$ cat src/design/bfrc_pkg.sv
// Shared types, constants and the CRC-8 byte step for the multidrop frame receiver.
`timescale 1ns / 1ps

package bfrc_pkg;

   // Fixed field widths
   localparam int BYTE_W   = 8;
   localparam int COUNT_W  = 5;
   localparam int LEN_W    = 4;
   localparam int CSR_IDX_W = 2;

   // Configuration register indexes
   localparam logic [CSR_IDX_W-1:0] CSR_OWN_ID        = 2'd0;
   localparam logic [CSR_IDX_W-1:0] CSR_GROUP_MASK    = 2'd1;
   localparam logic [CSR_IDX_W-1:0] CSR_TIMEOUT_TICKS = 2'd2;

   // Configuration reset values
   localparam logic [BYTE_W-1:0] OWN_ID_RST        = 8'h01;
   localparam logic [BYTE_W-1:0] GROUP_MASK_RST    = 8'h00;
   localparam logic [BYTE_W-1:0] TIMEOUT_TICKS_RST = 8'h40;

   // Frame constants
   localparam logic [BYTE_W-1:0] ATTR_KIND_MASK = 8'hC0;
   localparam logic [BYTE_W-1:0] ATTR_FEEDBACK  = 8'h80;
   localparam logic [BYTE_W-1:0] ATTR_GROUP_BIT = 8'h10;
   localparam logic [BYTE_W-1:0] ATTR_LEN_MASK  = 8'h0F;
   localparam logic [BYTE_W-1:0] BROADCAST_ID   = 8'h03;
   localparam logic [BYTE_W-1:0] GROUP_ID_MAX   = 8'h08;
   localparam logic [BYTE_W-1:0] CRC_POLY_REFL  = 8'h8C;

   // Frame positions (byte_count values)
   localparam logic [COUNT_W-1:0] POS_ATTR     = 5'd2;
   localparam logic [COUNT_W-1:0] POS_CRC_ONLY = 5'd3;
   localparam logic [COUNT_W-1:0] POS_DEST     = 5'd4;
   localparam logic [COUNT_W-1:0] HDR_BYTES    = 5'd5;
   localparam logic [COUNT_W-1:0] STORE_SKIP   = 5'd2;
   localparam logic [COUNT_W-1:0] STORED_HDR   = 5'd3;

   // Controller to datapath
   typedef struct packed {
      logic accept;     // input transaction taken this cycle
      logic emit_load;  // load next stored byte into the result register
   } bfrc_cmd_type;

   // Datapath to controller
   typedef struct packed {
      logic frame_good; // offered byte closes a frame with matching CRC
      logic frame_bad;  // offered byte closes a frame with CRC mismatch
      logic emit_last;  // next emitted byte is the last of the run
   } bfrc_sts_type;

   // One byte through the reflected CRC-8 (Maxim), bit by bit
   function automatic logic [BYTE_W-1:0] crc8_step(input logic [BYTE_W-1:0] crc,
                                                   input logic [BYTE_W-1:0] b);
      logic [BYTE_W-1:0] c;
      c = crc ^ b;
      for (int i = 0; i < BYTE_W; i++) begin
         c = c[0] ? ((c >> 1) ^ CRC_POLY_REFL) : (c >> 1);
      end
      return c;
   endfunction

endpackage

$ cat src/design/bus_frame_receiver_crc8_unit.sv
// Top level of the multidrop 9-bit frame receiver with CRC-8 check.
// Throughput: one request transaction per cycle while idle and the result register is free.
// Results: an error result shows in the cycle after the CRC byte; a good frame's run
//   starts in the emit state and gives PAYLOAD_MAX+3 results at most, one per cycle as taken,
//   set by the single read port of the frame store. No request is taken during the run.
// Reset: synchronous, clears parser and handshake state, loads own_id 1, group_mask 0,
//   timeout_ticks 64; the frame store is not cleared.
`timescale 1ns / 1ps

module bus_frame_receiver_crc8_unit
   import bfrc_pkg::*;
#(
   parameter int PAYLOAD_MAX = 15
)(
   input  logic                 clock,
   input  logic                 reset,
   // Configuration write port
   input  logic                 csr_we,
   input  logic [CSR_IDX_W-1:0] csr_index,
   input  logic [BYTE_W-1:0]    csr_wdata,
   // Request stream
   input  logic                 req_tvalid,
   output logic                 req_tready,
   input  logic [7:0]           req_tdata,   // [7:0] rx_byte
   input  logic [1:0]           req_tuser,   // [0] func, [1] ninth_bit
   // Result stream
   output logic                 rsp_tvalid,
   input  logic                 rsp_tready,
   output logic [23:0]          rsp_tdata,   // [7:0] data_byte, [12:8] byte_index,
                                             // [13] send_ack, [14] group_addressed,
                                             // [22:15] group_id, [23] zero
   output logic                 rsp_tlast,   // last_byte
   output logic [0:0]           rsp_tuser    // [0] frame_ok
);

   bfrc_cmd_type       cmd;
   bfrc_sts_type       sts;
   logic [BYTE_W-1:0]  data_byte, group_id;
   logic [COUNT_W-1:0] byte_index;
   logic               last_byte, frame_ok, send_ack, group_addressed;

   // Sequencing: take bytes when idle, step through the stored run when a frame passes
   bfrc_ctrl u_ctrl (
      .clock      (clock),
      .reset      (reset),
      .req_tvalid (req_tvalid),
      .req_tready (req_tready),
      .rsp_tvalid (rsp_tvalid),
      .rsp_tready (rsp_tready),
      .sts        (sts),
      .cmd        (cmd)
   );

   // Parser, CRC, timeout, frame store and result register
   bfrc_datapath #(
      .PAYLOAD_MAX (PAYLOAD_MAX)
   ) u_datapath (
      .clock               (clock),
      .reset               (reset),
      .csr_we              (csr_we),
      .csr_index           (csr_index),
      .csr_wdata           (csr_wdata),
      .in_func             (req_tuser[0]),
      .in_rx_byte          (req_tdata),
      .in_ninth_bit        (req_tuser[1]),
      .cmd                 (cmd),
      .sts                 (sts),
      .out_data_byte       (data_byte),
      .out_byte_index      (byte_index),
      .out_last_byte       (last_byte),
      .out_frame_ok        (frame_ok),
      .out_send_ack        (send_ack),
      .out_group_addressed (group_addressed),
      .out_group_id        (group_id)
   );

   // Pack the result fields, lowest first
   assign rsp_tdata = {1'b0, group_id, group_addressed, send_ack, byte_index, data_byte};
   assign rsp_tlast = last_byte;
   assign rsp_tuser = frame_ok;

endmodule

$ cat src/design/bfrc_ctrl.sv
// Controller: accepts bytes while idle and paces the run of stored bytes to the output.
`timescale 1ns / 1ps

module bfrc_ctrl
   import bfrc_pkg::*;
(
   input  logic         clock,
   input  logic         reset,
   input  logic         req_tvalid,
   output logic         req_tready,
   output logic         rsp_tvalid,
   input  logic         rsp_tready,
   input  bfrc_sts_type sts,
   output bfrc_cmd_type cmd
);

   typedef enum logic {
      ST_IDLE,
      ST_EMIT
   } state_type;

   state_type state_ff, state_in;
   logic      rsp_valid_ff, rsp_valid_in;
   logic      out_free;

   assign out_free   = !rsp_valid_ff || rsp_tready;
   assign req_tready = (state_ff == ST_IDLE) && out_free;
   assign rsp_tvalid = rsp_valid_ff;

   always_comb begin
      state_in      = state_ff;
      rsp_valid_in  = rsp_valid_ff && !rsp_tready;
      cmd.accept    = 1'b0;
      cmd.emit_load = 1'b0;
      unique case (state_ff)
         ST_IDLE: begin
            if (req_tvalid && req_tready) begin
               cmd.accept = 1'b1;
               if (sts.frame_good) begin
                  state_in = ST_EMIT;
               end else if (sts.frame_bad) begin
                  rsp_valid_in = 1'b1;
               end
            end
         end
         ST_EMIT: begin
            if (out_free) begin
               cmd.emit_load = 1'b1;
               rsp_valid_in  = 1'b1;
               if (sts.emit_last) begin
                  state_in = ST_IDLE;
               end
            end
         end
         default: state_in = ST_IDLE;
      endcase
   end

   always_ff @(posedge clock) begin
      if (reset) begin
         state_ff     <= ST_IDLE;
         rsp_valid_ff <= 1'b0;
      end else begin
         state_ff     <= state_in;
         rsp_valid_ff <= rsp_valid_in;
      end
   end

endmodule

$ cat src/design/bfrc_datapath.sv
// Datapath: frame parser state, CRC, timeout, frame store and result register.
`timescale 1ns / 1ps

module bfrc_datapath
   import bfrc_pkg::*;
#(
   parameter int PAYLOAD_MAX = 15
)(
   input  logic                 clock,
   input  logic                 reset,
   input  logic                 csr_we,
   input  logic [CSR_IDX_W-1:0] csr_index,
   input  logic [BYTE_W-1:0]    csr_wdata,
   input  logic                 in_func,
   input  logic [BYTE_W-1:0]    in_rx_byte,
   input  logic                 in_ninth_bit,
   input  bfrc_cmd_type         cmd,
   output bfrc_sts_type         sts,
   output logic [BYTE_W-1:0]    out_data_byte,
   output logic [COUNT_W-1:0]   out_byte_index,
   output logic                 out_last_byte,
   output logic                 out_frame_ok,
   output logic                 out_send_ack,
   output logic                 out_group_addressed,
   output logic [BYTE_W-1:0]    out_group_id
);

   localparam int STORE_DEPTH = PAYLOAD_MAX + 3;
   localparam int ADDR_W      = $clog2(STORE_DEPTH);

   // Configuration
   logic [BYTE_W-1:0] own_id_ff, group_mask_ff, timeout_ticks_ff;

   // Parser state
   logic [COUNT_W-1:0] byte_count_ff, byte_count_in;
   logic [BYTE_W-1:0]  crc_ff, crc_in;
   logic [BYTE_W-1:0]  attr_ff, attr_in;
   logic               addressed_ff, addressed_in;
   logic               tmo_armed_ff, tmo_armed_in;
   logic [BYTE_W-1:0]  tmo_count_ff, tmo_count_in;
   logic               group_hit_ff, group_hit_in;
   logic [BYTE_W-1:0]  group_value_ff, group_value_in;
   logic [COUNT_W-1:0] emit_idx_ff, emit_idx_in;

   // Frame store
   logic [BYTE_W-1:0]  store_mem [STORE_DEPTH];
   logic               store_we;
   logic [COUNT_W-1:0] store_addr;

   // Result register
   logic [BYTE_W-1:0]  data_ff;
   logic [COUNT_W-1:0] index_ff;
   logic               last_ff, ok_ff, ack_ff, grp_ff;
   logic [BYTE_W-1:0]  gid_ff;

   logic [LEN_W-1:0]   nibble, len;
   logic [COUNT_W-1:0] crc_pos, last_idx;
   logic               active, at_crc;
   logic [BYTE_W-1:0]  tick_next, crc_step_val;
   logic               group_ok;
   logic [2:0]         group_sel;

   assign nibble   = attr_ff[LEN_W-1:0] & ATTR_LEN_MASK[LEN_W-1:0];
   assign len      = (nibble > LEN_W'(PAYLOAD_MAX)) ? LEN_W'(PAYLOAD_MAX) : nibble;
   assign crc_pos  = COUNT_W'(len) + HDR_BYTES;
   assign last_idx = COUNT_W'(len) + STORE_SKIP;

   assign active       = !in_func && (addressed_ff || in_ninth_bit);
   assign at_crc       = (byte_count_ff >= crc_pos);
   assign tick_next    = tmo_count_ff + 8'd1;
   assign crc_step_val = crc8_step(crc_ff, in_rx_byte);
   assign group_sel    = 3'(in_rx_byte - 8'd1);
   assign group_ok     = (in_rx_byte != '0) && (in_rx_byte <= GROUP_ID_MAX)
                         && group_mask_ff[group_sel];

   assign sts.frame_good = active && at_crc && (in_rx_byte == crc_ff);
   assign sts.frame_bad  = active && at_crc && (in_rx_byte != crc_ff);
   assign sts.emit_last  = (emit_idx_ff == last_idx);

   always_comb begin
      byte_count_in  = byte_count_ff;
      crc_in         = crc_ff;
      attr_in        = attr_ff;
      addressed_in   = addressed_ff;
      tmo_armed_in   = tmo_armed_ff;
      tmo_count_in   = tmo_count_ff;
      group_hit_in   = group_hit_ff;
      group_value_in = group_value_ff;
      emit_idx_in    = emit_idx_ff;
      store_we       = 1'b0;
      store_addr     = byte_count_ff;

      if (cmd.emit_load) begin
         emit_idx_in = emit_idx_ff + 5'd1;
      end

      if (cmd.accept) begin
         if (in_func) begin
            // Timer tick: count while armed, abandon the frame on expiry
            if (tmo_armed_ff) begin
               tmo_count_in = tick_next;
               if (tick_next == timeout_ticks_ff) begin
                  tmo_armed_in   = 1'b0;
                  tmo_count_in   = '0;
                  byte_count_in  = '0;
                  crc_in         = '0;
                  addressed_in   = 1'b0;
                  group_hit_in   = 1'b0;
                  group_value_in = '0;
               end
            end
         end else if (active) begin
            // An active byte restarts the timeout; taking it re-arms it unless the frame closes or is dropped
            tmo_armed_in  = 1'b1;
            tmo_count_in  = '0;
            byte_count_in = byte_count_ff + 5'd1;
            crc_in        = crc_step_val;
            if (byte_count_ff < POS_ATTR) begin
               store_we = 1'b1;
            end else if (byte_count_ff == POS_ATTR) begin
               if ((in_rx_byte & ATTR_KIND_MASK) != ATTR_FEEDBACK) begin
                  store_we = 1'b1;
                  attr_in  = in_rx_byte;
               end else begin
                  tmo_armed_in   = 1'b0;
                  byte_count_in  = '0;
                  crc_in         = '0;
                  addressed_in   = 1'b0;
                  group_hit_in   = 1'b0;
                  group_value_in = '0;
               end
            end else if (byte_count_ff == POS_CRC_ONLY) begin
               // only enters the CRC
            end else if (byte_count_ff == POS_DEST) begin
               if ((attr_ff & ATTR_GROUP_BIT) != '0) begin
                  group_hit_in   = group_ok;
                  group_value_in = group_ok ? in_rx_byte : '0;
                  addressed_in   = group_ok;
               end else begin
                  group_hit_in   = 1'b0;
                  group_value_in = '0;
                  addressed_in   = (in_rx_byte == own_id_ff) || (in_rx_byte == BROADCAST_ID);
               end
               if (!addressed_in) begin
                  tmo_armed_in  = 1'b0;
                  byte_count_in = '0;
                  crc_in        = '0;
               end
            end else if (!at_crc) begin
               store_we   = 1'b1;
               store_addr = byte_count_ff - STORE_SKIP;
            end else begin
               // CRC byte closes the frame either way
               tmo_armed_in   = 1'b0;
               byte_count_in  = '0;
               crc_in         = '0;
               addressed_in   = 1'b0;
               group_hit_in   = 1'b0;
               group_value_in = '0;
               emit_idx_in    = '0;
            end
         end
      end
   end

   always_ff @(posedge clock) begin
      if (reset) begin
         own_id_ff        <= OWN_ID_RST;
         group_mask_ff    <= GROUP_MASK_RST;
         timeout_ticks_ff <= TIMEOUT_TICKS_RST;
         byte_count_ff    <= '0;
         crc_ff           <= '0;
         attr_ff          <= '0;
         addressed_ff     <= 1'b0;
         tmo_armed_ff     <= 1'b0;
         tmo_count_ff     <= '0;
         group_hit_ff     <= 1'b0;
         group_value_ff   <= '0;
         emit_idx_ff      <= '0;
      end else begin
         if (csr_we) begin
            unique case (csr_index)
               CSR_OWN_ID:        own_id_ff        <= csr_wdata;
               CSR_GROUP_MASK:    group_mask_ff    <= csr_wdata;
               CSR_TIMEOUT_TICKS: timeout_ticks_ff <= csr_wdata;
               default: ;
            endcase
         end
         byte_count_ff  <= byte_count_in;
         crc_ff         <= crc_in;
         attr_ff        <= attr_in;
         addressed_ff   <= addressed_in;
         tmo_armed_ff   <= tmo_armed_in;
         tmo_count_ff   <= tmo_count_in;
         group_hit_ff   <= group_hit_in;
         group_value_ff <= group_value_in;
         emit_idx_ff    <= emit_idx_in;
      end
   end

   always_ff @(posedge clock) begin
      if (store_we) begin
         store_mem[store_addr[ADDR_W-1:0]] <= in_rx_byte;
      end
   end

   // Result register; the stored byte is read straight into it
   always_ff @(posedge clock) begin
      if (cmd.accept && sts.frame_good) begin
         ok_ff  <= 1'b1;
         grp_ff <= group_hit_ff;
         gid_ff <= group_hit_ff ? group_value_ff : '0;
      end else if (cmd.accept && sts.frame_bad) begin
         data_ff  <= '0;
         index_ff <= '0;
         last_ff  <= 1'b1;
         ok_ff    <= 1'b0;
         ack_ff   <= 1'b0;
         grp_ff   <= 1'b0;
         gid_ff   <= '0;
      end else if (cmd.emit_load) begin
         data_ff  <= store_mem[emit_idx_ff[ADDR_W-1:0]];
         index_ff <= emit_idx_ff;
         last_ff  <= sts.emit_last;
         ack_ff   <= sts.emit_last;
      end
   end

   assign out_data_byte       = data_ff;
   assign out_byte_index      = index_ff;
   assign out_last_byte       = last_ff;
   assign out_frame_ok        = ok_ff;
   assign out_send_ack        = ack_ff;
   assign out_group_addressed = grp_ff;
   assign out_group_id        = gid_ff;

endmodule
$ cat config.mk
export PLATFORM = sky130hd
export DESIGN_NAME = bus_frame_receiver_crc8_unit
export DESIGN_NICKNAME = d
export VERILOG_FILES = /design/src/design/bfrc_pkg.sv /design/src/design/bus_frame_receiver_crc8_unit.sv /design/src/design/bfrc_ctrl.sv /design/src/design/bfrc_datapath.sv
export SDC_FILE = /design/constraint.sdc
export NUM_CORES = 1
export LEC_CHECK = 0
export BUFFER_PORTS_ARGS = -buffer_cell sky130_fd_sc_hd__buf_2
export CAP_MARGIN = 25
export CORE_ASPECT_RATIO = 0.7
export CORE_MARGIN = 1.5
export CORE_UTILIZATION = 31
export CTS_CLUSTER_SIZE = 16
export DETAILED_ROUTE_END_ITERATION = 8
export PLACE_DENSITY_LB_ADDON = 0.08
export SYNTH_ARGS = -nofsm -noshare
export SYNTH_HDL_FRONTEND = slang
export SYNTH_SLANG_ARGS = --single-unit
$ cat constraint.sdc
create_clock -name clock -period 3.4 [get_ports clock]
set_clock_uncertainty 0.2 [all_clocks]
set_input_delay 0.17 -clock clock [delete_from_list [all_inputs] [get_ports clock]]
set_output_delay 0.17 -clock clock [all_outputs]
set_load 0.1 [all_outputs]
==> out/metrics.cfg, run 1 <==
[logic_synthesis]
synth_area_leader_cell=edfxtp_1
synth-seq-area-share=0.607
yosysUniqueCellTypes=69
avgSynthCellArea_um2=13.7
synthTopCellsByCount=edfxtp_1, nor2_1, dfxtp_1
synth-main-ff-cell=edfxtp_1
ys_ff_latch=237
synthesis.nets=815
synthTopCellsByArea=edfxtp_1, dfxtp_1, mux4_2
async_flop_share=0
synth_area_mm2=0.0106
synth_cells=772
synth.most_common_cell=edfxtp_1
synth_edf_count=168
synth_top_area_share=0.477
ys_warn_count=0

[floorplan]
start_util=0.315
core_area_mm2=0.0336
die_area_mm2=0.0353
ioPinCount=53
rows=56
die_h_um=158
die_w_um=224

[worst_setup_path]
reg2reg_slack_ns=0.18
crit_path_start_kind=register
end_kind=register
cp_num_buf_inv=1
path_cells=ha_1 -> xor3_1 -> nor4b_2 -> a311oi_1 -> o31a_1 -> o311ai_1 -> dlygate4sd3_1 -> nand2_1
path_delay_family=compound AO/OA/AOI/OAI gates
cpMaxStageDelayCell=dlygate4sd3_1
crit_fanout=9
worstSetupPathType=reg -> reg
worstPathArrival_ns=3.46
crit_required_ns=3.63
slowest_delay_ns=0.59

[detailed_routing]
vias_per_cell=5.08
drc=0
drt_iter0_drc=543
vias=6802
routed_wl_mm=28.5
wl_per_cell_um=21.3
first_pass_iters=5
ant_nets=0

[placement]
place_hpwl_mm=19.7
io_buffers=51
gp_congestion=0.788
dp_cells=1264

[grt]
track_usage=0.165
antenna_found_initial=2
grt_pass1_vias=6545
grt-ovfl-total=0
grt_start_max_net_pins=47
grt_pass1_wl_mm=42.8

[layout]
drive_above_1_share=0.233
fin_cells=1338
area_growth_pct=19.4
nets=927
antenna_cells=0
utilization=0.376
fillers=3230

[power_and_ir_drop]
power_switching_mw=1.39
power_frac_comb=0.057
seqPwrFrac=0.515
p_per_area_mw_per_mm2=480
clockPowerShare=0.428
p_leak_nw=4.48
internal_power_mw=4.68
peakVddDrop_v=0.000283
p_sw_frac=0.228

[clock_network]
h-tree-depth=1
clock-sinks=237
clockBufferDepth=3
numCtsBuffers=25
cts_root_buf=clkbuf_16
clk_pin_slew_ns=0.07
clock_latency_ns=0.55
cts_tree=built

[timing]
slew_violations=0
setup_violations=0
min_period_ns=3.22
rsz0062_at_grt=false
maxSlewHeadroom=0.415
min_period_over_period=0.947
hold_viol=0
fmax_mhz=310
setup_tns_ns=0
tightest_slew_ns=0.876

[flow_run]
maxCapViolCount=0

[hold_path]
hold_path_class=in -> reg

[status]
outcome=finished, final reports clean

==> path summary, 6_finish.rpt <==
kind / start / endpoint / depth (start not counted)
setup / recovery: u_datapath.tmo_count_ff[0] / u_datapath.tmo_armed_ff / 8
hold / removal: req_tdata[1] / u_datapath.group_value_ff[1] / 4
setup reg to reg: u_datapath.tmo_count_ff[0] / u_datapath.tmo_armed_ff / 8
hold reg to reg: u_datapath.group_value_ff[0] / u_datapath.group_value_ff[0] / 2
==> power groups by stage <==
stage | clock [mW] | combinational [mW] | sequential (mW)
2_1_floorplan | 0 | 0.197 | 3.18
3_3_place_gp | 0 | 0.326 | 3.18
3_5_place_dp | 0 | 0.325 | 3.19
4_1_cts | 2.68 | 0.349 | 3.12
5_1_grt | 2.78 | 0.379 | 3.12
6_report | 2.60 | 0.347 | 3.12
==> final cells by class <==
type,count,area [um^2],share of cell area
multi-input cells,472,3900,0.309
inverters,19,71.3,0.00564
repair buffers,129,925,0.0732
flip-flops and latches,237,6430,0.509
well taps,435,544,0.0431
clock inverters,16,119,0.00941
clock buffers,30,644,0.0510
==> cells by family after synthesis <==
logic type	Yosys count	share of synthesized area
AOI/OAI and AO/OA	88	0.0573
xor gates and xnor gates	53	0.0453
adders and majority gates	18	0.0213
buffers and inverters	63	0.0268
DFF	237	0.607
muxes	85	0.130
other	1	0.000354
and+or+nand+nor	227	0.111
==> cells in the final DEF (no fill, tap or decap), types with 9 or more instances in the layout <==
master	count
mux2i_1	40
nand2_1	43
nor2b_1	12
nand3_1	22
nor3_1	9
buf_2	51
xnor2_1	38
xor2_1	14
a21oi_1	11
a211oi_1	10
dfxtp_1	67
mux4_2	42
buf_4	49
edfxtp_1	168
dlygate4sd3_1	27
ha_1	18
o21ai_0	18
clkbuf_16	25
and3_1	9
nor2_1	76
inv_1	19
==> state kept, by name (all words and copies together) (netlist names), 5 cells and up <==
| register | flops |
|---|---|
| u_datapath.byte_count_ff | 5 |
| u_datapath.own_id_ff | 8 |
| u_datapath.tmo_count_ff | 8 |
| u_datapath.out_data_byte | 8 |
| u_datapath.group_mask_ff | 8 |
| u_datapath.crc_ff | 8 |
| u_datapath.out_byte_index | 5 |
| u_datapath.out_group_id | 8 |
| u_datapath.store_mem | 144 |
| u_datapath.group_value_ff | 8 |
| u_datapath.emit_idx_ff | 5 |
| u_datapath.timeout_ticks_ff | 8 |
| u_datapath.attr_ff | 5 |
==> per-layer routing <==
metal / routed length (um) / global-route usage / part of all wire
met4: 488 / 0.0331 / 0.017
met1: 15000 / 0.260 / 0.53
met3: 1450 / 0.0278 / 0.051
met2: 11500 / 0.235 / 0.40
met5: 0 / 0 / 0
==> stage by stage <==
step	hold slack, ns	cell area, um^2	worst slack (ns)	total power, mW
finish	0.0741	12600	0.179	6.07
global route	0.0661	12600	0.00954	6.28
CTS	0.0494	12600	0.0801	6.15
detailed placement	0.246	11600	0.117	3.51
global placement	0.244	11600	0.185	3.51
floorplan	0.0689	10600	0.0381	3.38
==> tightest hold or removal path: cells and delay by family <==
family / cells / cell delay, ns
compound gates: 1 / 0.06
buf+inv: 2 / 0.42
simple gates: 1 / 0.11
==> repair_timing <==
item,4_1_cts,5_1_grt
gates resized for setup,0,9
hold buffers,27,0
buffers inserted,0,1
endpoints found under the setup margin,0,97
endpoints found under the hold margin,87,0
Note: power is estimated with default switching activity, not from simulation.
==> run 2, diff against run 1 <==
- CORE_MARGIN: 1.5 -> 2
==> run 2 against run 1 <==
- combinational power down 2%
- register-to-register slack worse by 0.05 ns
- die area up 1.1%
- non-clock buffer count down 6
- clock-buffer cell count up 1
- flip-flop and latch count unchanged
- wire length up 0.38%
- maximum frequency down 1.6%
- global-route usage about the same
- clock power about the same
- largest cell class unchanged
==> out/metrics.cfg, run 2 (same netlist as run 1, synthesis figures left out) <==
[timing]
slew_violations=0  ; unchanged
setup_violations=0  ; unchanged
tightest_slew_ns=0.899  ; was 0.876 ns
maxSlewHeadroom=0.400  ; was 0.415
hold_viol=0  ; unchanged
fin_ws_ns=0.127  ; was 0.179 ns
min_period_ns=3.27  ; was 3.22 ns
min_period_over_period=0.963  ; was 0.947
fmax_mhz=306  ; was 310 MHz

[worst_setup_path]
crit_path_start_kind=register  ; unchanged
cpMaxStageDelayCell=or2_2  ; was dlygate4sd3_1
rr_worst_depth=12  ; was 8
path_delay_family=compound AO/OA/AOI/OAI gates  ; unchanged
cp_num_buf_inv=2  ; was 1
rr_startpoint=u_datapath.attr_ff[0]  ; was u_datapath.tmo_count_ff[0]
crit_fanout=8  ; was 9
path_cells=ha_1 -> xor2_1 -> ha_1 -> a21o_1 -> a31oi_2 -> o21a_1 -> nand3_1 -> mux2i_2 -> buf_4 -> or2_2 -> nor2_1 -> buf_4  ; was ha_1 -> xor3_1 -> nor4b_2 -> a311oi_1 -> o31a_1 -> o311ai_1 -> dlygate4sd3_1 -> nand2_1
worstPathArrival_ns=3.31  ; was 3.46 ns
r2r_end=u_datapath.store_mem[15][2]  ; was u_datapath.tmo_armed_ff
crit_required_ns=3.44  ; was 3.63 ns
end_kind=register  ; unchanged
slowest_delay_ns=0.33  ; was 0.59 ns
reg2reg_slack_ns=0.13  ; was 0.18 ns
worstSetupPathType=reg -> reg  ; unchanged

[clock_network]
cts_tree=built  ; unchanged
clock-sinks=237  ; unchanged
cts_root_buf=clkbuf_16  ; unchanged
clock_latency_ns=0.54  ; was 0.55 ns
numCtsBuffers=25  ; unchanged
clockBufferDepth=3  ; unchanged
clk_pin_slew_ns=0.06  ; was 0.07 ns
h-tree-depth=1  ; unchanged

[detailed_routing]
wl_per_cell_um=21.5  ; was 21.3 um
wirelength_met1_mm=14.8  ; was 15.0 mm
dr.max_layer_used=met5  ; was met4
vias_per_cell=5.05  ; was 5.08
wl_met3_mm=1.70  ; was 1.45 mm
routed_wl_mm=28.6  ; was 28.5 mm
first_pass_iters=5  ; unchanged
wl_met2_mm=11.6  ; was 11.5 mm
vias=6726  ; was 6,802
drt_iter0_drc=466  ; was 543
drc=0  ; unchanged
ant_nets=0  ; unchanged

[power_and_ir_drop]
p_leak_nw=4.45  ; was 4.48 nW
internal_power_mw=4.67  ; was 4.68 mW
p_sw_frac=0.226  ; was 0.228
power_switching_mw=1.37  ; was 1.39 mW
clockPowerShare=0.427  ; was 0.428
p_per_area_mw_per_mm2=480  ; about the same
peakVddDrop_v=0.000254  ; was 0.000283 V
power_frac_comb=0.056  ; was 0.057
seqPwrFrac=0.517  ; was 0.515

[grt]
grt_pass1_vias=6677  ; was 6,545
grt_start_max_net_pins=44  ; was 47
grt_pass1_wl_mm=43.1  ; was 42.8 mm
track_usage=0.164  ; was 0.165
grt-ovfl-total=0  ; unchanged
antenna_found_initial=4  ; was 2

[hold_path]
hold_start=req_tuser[1]  ; was req_tdata[1]
hold_path_class=in -> reg  ; unchanged
holdPathEnd=u_datapath.byte_count_ff[2]  ; was u_datapath.group_value_ff[1]
timing.hold.worst_path_depth=5  ; was 4

[layout]
final_common_cell=edfxtp_1  ; unchanged
drive_above_1_share=0.235  ; was 0.233
final_area_mm2=0.0126  ; about the same
largest_register_ffs=144  ; unchanged
area_growth_pct=18.8  ; was 19.4%
mostFrequentLayoutCells=edfxtp_1, nor2_1, dfxtp_1  ; unchanged
antenna_cells=0  ; unchanged
nets=921  ; was 927

[floorplan]
die_h_um=159  ; was 158 um
die_area_mm2=0.0357  ; was 0.0353 mm^2
core_area_mm2=0.0336  ; unchanged
rows=56  ; unchanged
die_w_um=225  ; was 224 um
ioPinCount=53  ; unchanged
start_util=0.315  ; unchanged

[status]
outcome=finished, final reports clean  ; unchanged

[placement]
place_hpwl_mm=19.9  ; was 19.7 mm
preCtsSetupSlack_ns=0.0662  ; was 0.117 ns
place_area_mm2=0.0116  ; about the same
io_buffers=51  ; unchanged
gp_congestion=0.788  ; about the same

[flow_run]
maxCapViolCount=0  ; unchanged

## run 2: layer usage
metal	vias up	track usage
met5	-	0
met4	2	0.0312
met3	32	0.0426
met2	166	0.233
met1	3422	0.251
li1	3104	-
## run 2: tightest hold or removal path: stages
cell and delay [ns]:
buf_2 0.11, o21bai_1 0.21, nor4b_4 0.09, nand3_1 0.07, o211ai_1 0.09
## run 2: per-stage QoR
step | hold WS [ns] | TNS [ns] | power (mW) | util | instances
after global routing | 0.0373 | -0.0224 | 6.25 | 0.375 | 1332
after global placement | 0.237 | 0 | 3.51 | 0.344 | 1263
after detailed placement | 0.225 | 0 | 3.51 | 0.344 | 1263
after CTS | 0.0186 | 0 | 6.11 | 0.373 | 1331
final | 0.0452 | 0 | 6.04 | 0.375 | 1332
after floorplan | 0.0689 | 0 | 3.38 | - | 772
## run 2: layout make-up
class	instances	area, um^2
fillers	3170	21000
flip-flops and latches	237	6430
multi-input cells	472	3910
repair buffers	123	863
clock buffers	31	648
well taps	435	544
clock inverters	15	104
inverters	19	71.3
## run 2: worst max path at each step
stage	start	to	slack, ns	cells past startpoint
floorplan	u_datapath.attr_ff[1]	u_datapath.store_mem[16][0]	0.04	10
global placement	u_datapath.attr_ff[0]	u_datapath.store_mem[12][5]	0.18	10
detailed placement	u_datapath.attr_ff[0]	u_datapath.store_mem[12][5]	0.07	10
CTS	u_datapath.attr_ff[0]	u_datapath.store_mem[12][0]	0.03	10
global route	u_datapath.attr_ff[0]	u_datapath.store_mem[15][0]	-0.004	12
finish	u_datapath.attr_ff[0]	u_datapath.store_mem[15][2]	0.13	12
## run 2: power groups by stage
| stage | clock, mW | combinational (mW) | sequential [mW] |
|---|---|---|---|
| 2_1_floorplan | 0 | 0.197 | 3.18 |
| 3_3_place_gp | 0 | 0.324 | 3.18 |
| 3_5_place_dp | 0 | 0.323 | 3.19 |
| 4_1_cts | 2.65 | 0.342 | 3.12 |
| 5_1_grt | 2.75 | 0.372 | 3.12 |
| 6_report | 2.58 | 0.339 | 3.12 |
## run 2: repair_timing
action                                  CTS  global route
endpoints found under the setup margin    0           129
buffers inserted                          0             1
gates resized for setup                   0            10
endpoints found under the hold margin    81             0
hold buffers                             22             0
==> run 3, diff against run 2 <==
- ABC_AREA: not set -> 1
- CTS_BUF_LIST: not set -> sky130_fd_sc_hd__clkbuf_4
==> run 3 against run 2 <==
- via count grew 25%
- maximum frequency is 2.9% higher
- synthesized cell count increased by 44%
- largest cell class unchanged
- highest routed layer is now met4
==> out/metrics.cfg, run 3 <==
[clock_network]
clock-sinks=237  ; unchanged
cts_setup_buffers=0  ; unchanged
clock_latency_ns=0.74  ; was 0.54 ns
cts_tree=built  ; unchanged
h-tree-depth=3  ; was 1
cts_root_buf=clkbuf_4  ; was clkbuf_16
clk_pin_slew_ns=0.07  ; was 0.06 ns
numCtsBuffers=66  ; was 25
clockBufferDepth=3  ; unchanged

[grt]
grt_start_max_net_pins=47  ; was 44
grt_pass1_wl_mm=49.7  ; was 43.1 mm
grt_pass1_vias=8202  ; was 6,677
antenna_found_initial=2  ; was 4
track_usage=0.185  ; was 0.164
grt-ovfl-total=0  ; unchanged

[logic_synthesis]
yosysUniqueCellTypes=40  ; was 69
synth.most_common_cell=nand2_1  ; was edfxtp_1
async_flop_share=0  ; unchanged
ys_ff_latch=237  ; unchanged
ys_warn_count=0  ; unchanged
synthesis.nets=1152  ; was 815
synthTopCellsByCount=nand2_1, nor2_1, edfxtp_1  ; was edfxtp_1, nor2_1, dfxtp_1
synth-main-ff-cell=edfxtp_1  ; unchanged
synth_edf_count=168  ; unchanged
synth-seq-area-share=0.595  ; was 0.607
avgSynthCellArea_um2=9.75  ; was 13.7 um^2
synth_top_area_share=0.467  ; was 0.477
synth_cells=1109  ; was 772
synth_area_leader_cell=edfxtp_1  ; unchanged
synth_area_mm2=0.0108  ; was 0.0106 mm^2
synthTopCellsByArea=edfxtp_1, dfxtp_1, nand2_1  ; was edfxtp_1, dfxtp_1, mux4_2

[timing]
fmax_mhz=314  ; was 306 MHz
hold_slack_ns=0.106  ; was 0.0452 ns
tightest_slew_ns=0.763  ; was 0.899 ns
maxSlewHeadroom=0.491  ; was 0.400
min_period_ns=3.18  ; was 3.27 ns
min_period_over_period=0.935  ; was 0.963
setup_violations=0  ; unchanged
hold_viol=0  ; unchanged
slew_violations=0  ; unchanged

[layout]
fillers=3604  ; was 3,170
final_common_cell=nand2_1  ; was edfxtp_1
final_area_mm2=0.0131  ; was 0.0126 mm^2
largest_register_ffs=144  ; unchanged
nets=1316  ; was 921
area_growth_pct=21.5  ; was 18.8%
drive_above_1_share=0.195  ; was 0.235
mostFrequentLayoutCells=nand2_1, edfxtp_1, nor2_1  ; was edfxtp_1, nor2_1, dfxtp_1

[worst_setup_path]
crit_path_start_kind=register  ; unchanged
r2r_end=u_datapath.store_mem[1][4]  ; was u_datapath.store_mem[15][2]
reg2reg_slack_ns=0.22  ; was 0.13 ns
crit_required_ns=3.62  ; was 3.44 ns
path_cells=inv_1 -> nand2_1 -> inv_2 -> nand2_1 -> nor3_2 -> dlygate4sd3_1 -> nand2_2 -> nor2_4 -> nand3_1 -> xor2_2 -> nand2_4 -> nor2_2 -> buf_4  ; was ha_1 -> xor2_1 -> ha_1 -> a21o_1 -> a31oi_2 -> o21a_1 -> nand3_1 -> mux2i_2 -> buf_4 -> or2_2 -> nor2_1 -> buf_4
worstSetupPathType=reg -> reg  ; unchanged
crit_fanout=8  ; unchanged
rr_startpoint=u_ctrl.state_ff  ; was u_datapath.attr_ff[0]
worstPathArrival_ns=3.40  ; was 3.31 ns
path_common_cell=nand2_1
cpMaxStageDelayCell=dlygate4sd3_1  ; was or2_2
rr_worst_depth=13  ; was 12
slowest_delay_ns=0.59  ; was 0.33 ns
end_kind=register  ; unchanged

[hold_path]
timing.hold.worst_path_depth=4  ; was 5
hold_start=csr_wdata[4]  ; was req_tuser[1]
holdPathEnd=u_datapath.group_mask_ff[4]  ; was u_datapath.byte_count_ff[2]
hold_path_class=in -> reg  ; unchanged

[floorplan]
die_w_um=227  ; was 225 um
die_h_um=160  ; was 159 um
core_area_mm2=0.0345  ; was 0.0336 mm^2
start_util=0.313  ; was 0.315
rows=57  ; was 56
ioPinCount=53  ; unchanged
die_area_mm2=0.0364  ; was 0.0357 mm^2

[detailed_routing]
drc=0  ; unchanged
vias=8408  ; was 6,726
drt_iter0_drc=711  ; was 466
ant_nets=0  ; unchanged
routed_wl_mm=32.4  ; was 28.6 mm
vias_per_cell=4.68  ; was 5.05
wl_per_cell_um=18.1  ; was 21.5 um
first_pass_iters=5  ; unchanged

[power_and_ir_drop]
p_leak_nw=5.04  ; was 4.45 nW
p_per_area_mw_per_mm2=469  ; was 480 mW/mm^2
peakVddDrop_v=0.000207  ; was 0.000254 V

[placement]
gp_congestion=0.808  ; was 0.788
place_area_mm2=0.0118  ; was 0.0116 mm^2
place_hpwl_mm=22.0  ; was 19.9 mm
io_buffers=51  ; unchanged

[status]
outcome=finished, final reports clean  ; unchanged

[flow_run]
maxCapViolCount=0  ; unchanged

-- run 3: worst max path at each step --
stage                                      from                      endpoint  slack [ns]  cells past startpoint
after global placement    u_datapath.attr_ff[1]   u_datapath.store_mem[13][4]        0.12                     14
after CTS                 u_datapath.attr_ff[1]    u_datapath.store_mem[1][7]        0.07                     14
after global routing      u_datapath.attr_ff[2]    u_datapath.store_mem[3][5]       -0.02                     16
after detailed placement  u_datapath.attr_ff[1]    u_datapath.store_mem[1][4]        0.10                     14
final                           u_ctrl.state_ff    u_datapath.store_mem[1][4]        0.22                     13
after floorplan               u_ctrl.rsp_tvalid  u_datapath.out_byte_index[0]        0.13                     11
-- run 3: cell families after synthesis --
family / Yosys count / share of synthesized area
buffers and inverters: 154 / 0.0574
multiplexers: 13 / 0.0120
other: 1 / 0.000347
AO/OA/AOI/OAI: 177 / 0.0975
flip-flops: 237 / 0.595
adder cells (fa/ha/maj): 18 / 0.0208
AND/OR/NAND/NOR: 470 / 0.186
XOR/XNOR: 39 / 0.0316
-- run 3: through the flow --
| stage | worst slack [ns] | util | power, mW | cells | setup TNS, ns |
|---|---|---|---|---|---|
| global placement | 0.116 | 0.342 | 3.61 | 1631 | 0 |
| detailed placement | 0.103 | 0.342 | 3.61 | 1631 | 0 |
| CTS | 0.0709 | 0.378 | 6.27 | 1793 | 0 |
| floorplan | 0.132 | - | 3.45 | 1109 | 0 |
| global route | -0.0235 | 0.381 | 6.47 | 1796 | -0.259 |
| finish | 0.220 | 0.381 | 6.16 | 1796 | 0 |
-- run 3: timing repair --
item	4_1_cts	5_1_grt
hold endpoints to repair	212	0
endpoints found under the setup margin	0	122
resized for setup	0	22
hold buffers	46	0
-- run 3: final cells by class --
type                       count  area [um^2]  area share
antenna                        3         7.51    0.000571
clock buffer                  98          736      0.0560
clock inverter                18         73.8     0.00562
inverter                     109          409      0.0311
multi-input combinational    718         3830       0.291
sequential                   237         6430       0.490
tap                          472          591      0.0450
timing repair buffer         141         1060      0.0809
-- run 3: routing by layer --
| layer | track usage | wire [um] |
|---|---|---|
| met5 | 0 | 0 |
| met4 | 0.0559 | 471 |
| met2 | 0.232 | 12300 |
| met1 | 0.299 | 17500 |
| met3 | 0.0499 | 2150 |
-- run 3: power by group --
group | leakage, nW | internal [mW] | switching (mW)
clock | 0.496 | 1.32 | 1.25
combinational | 2.45 | 0.159 | 0.290
sequential | 2.10 | 3.12 | 0.0220
total | 5.04 | 4.60 | 1.56
-- run 3: worst max-delay path: cells and delay by family, from the launching register on --
kind,cells,cell delay (ns)
AND/OR/NAND/NOR,8,1.11
XOR/XNOR,1,0.31
flip-flops,1,0.31
buffers and inverters,4,0.93
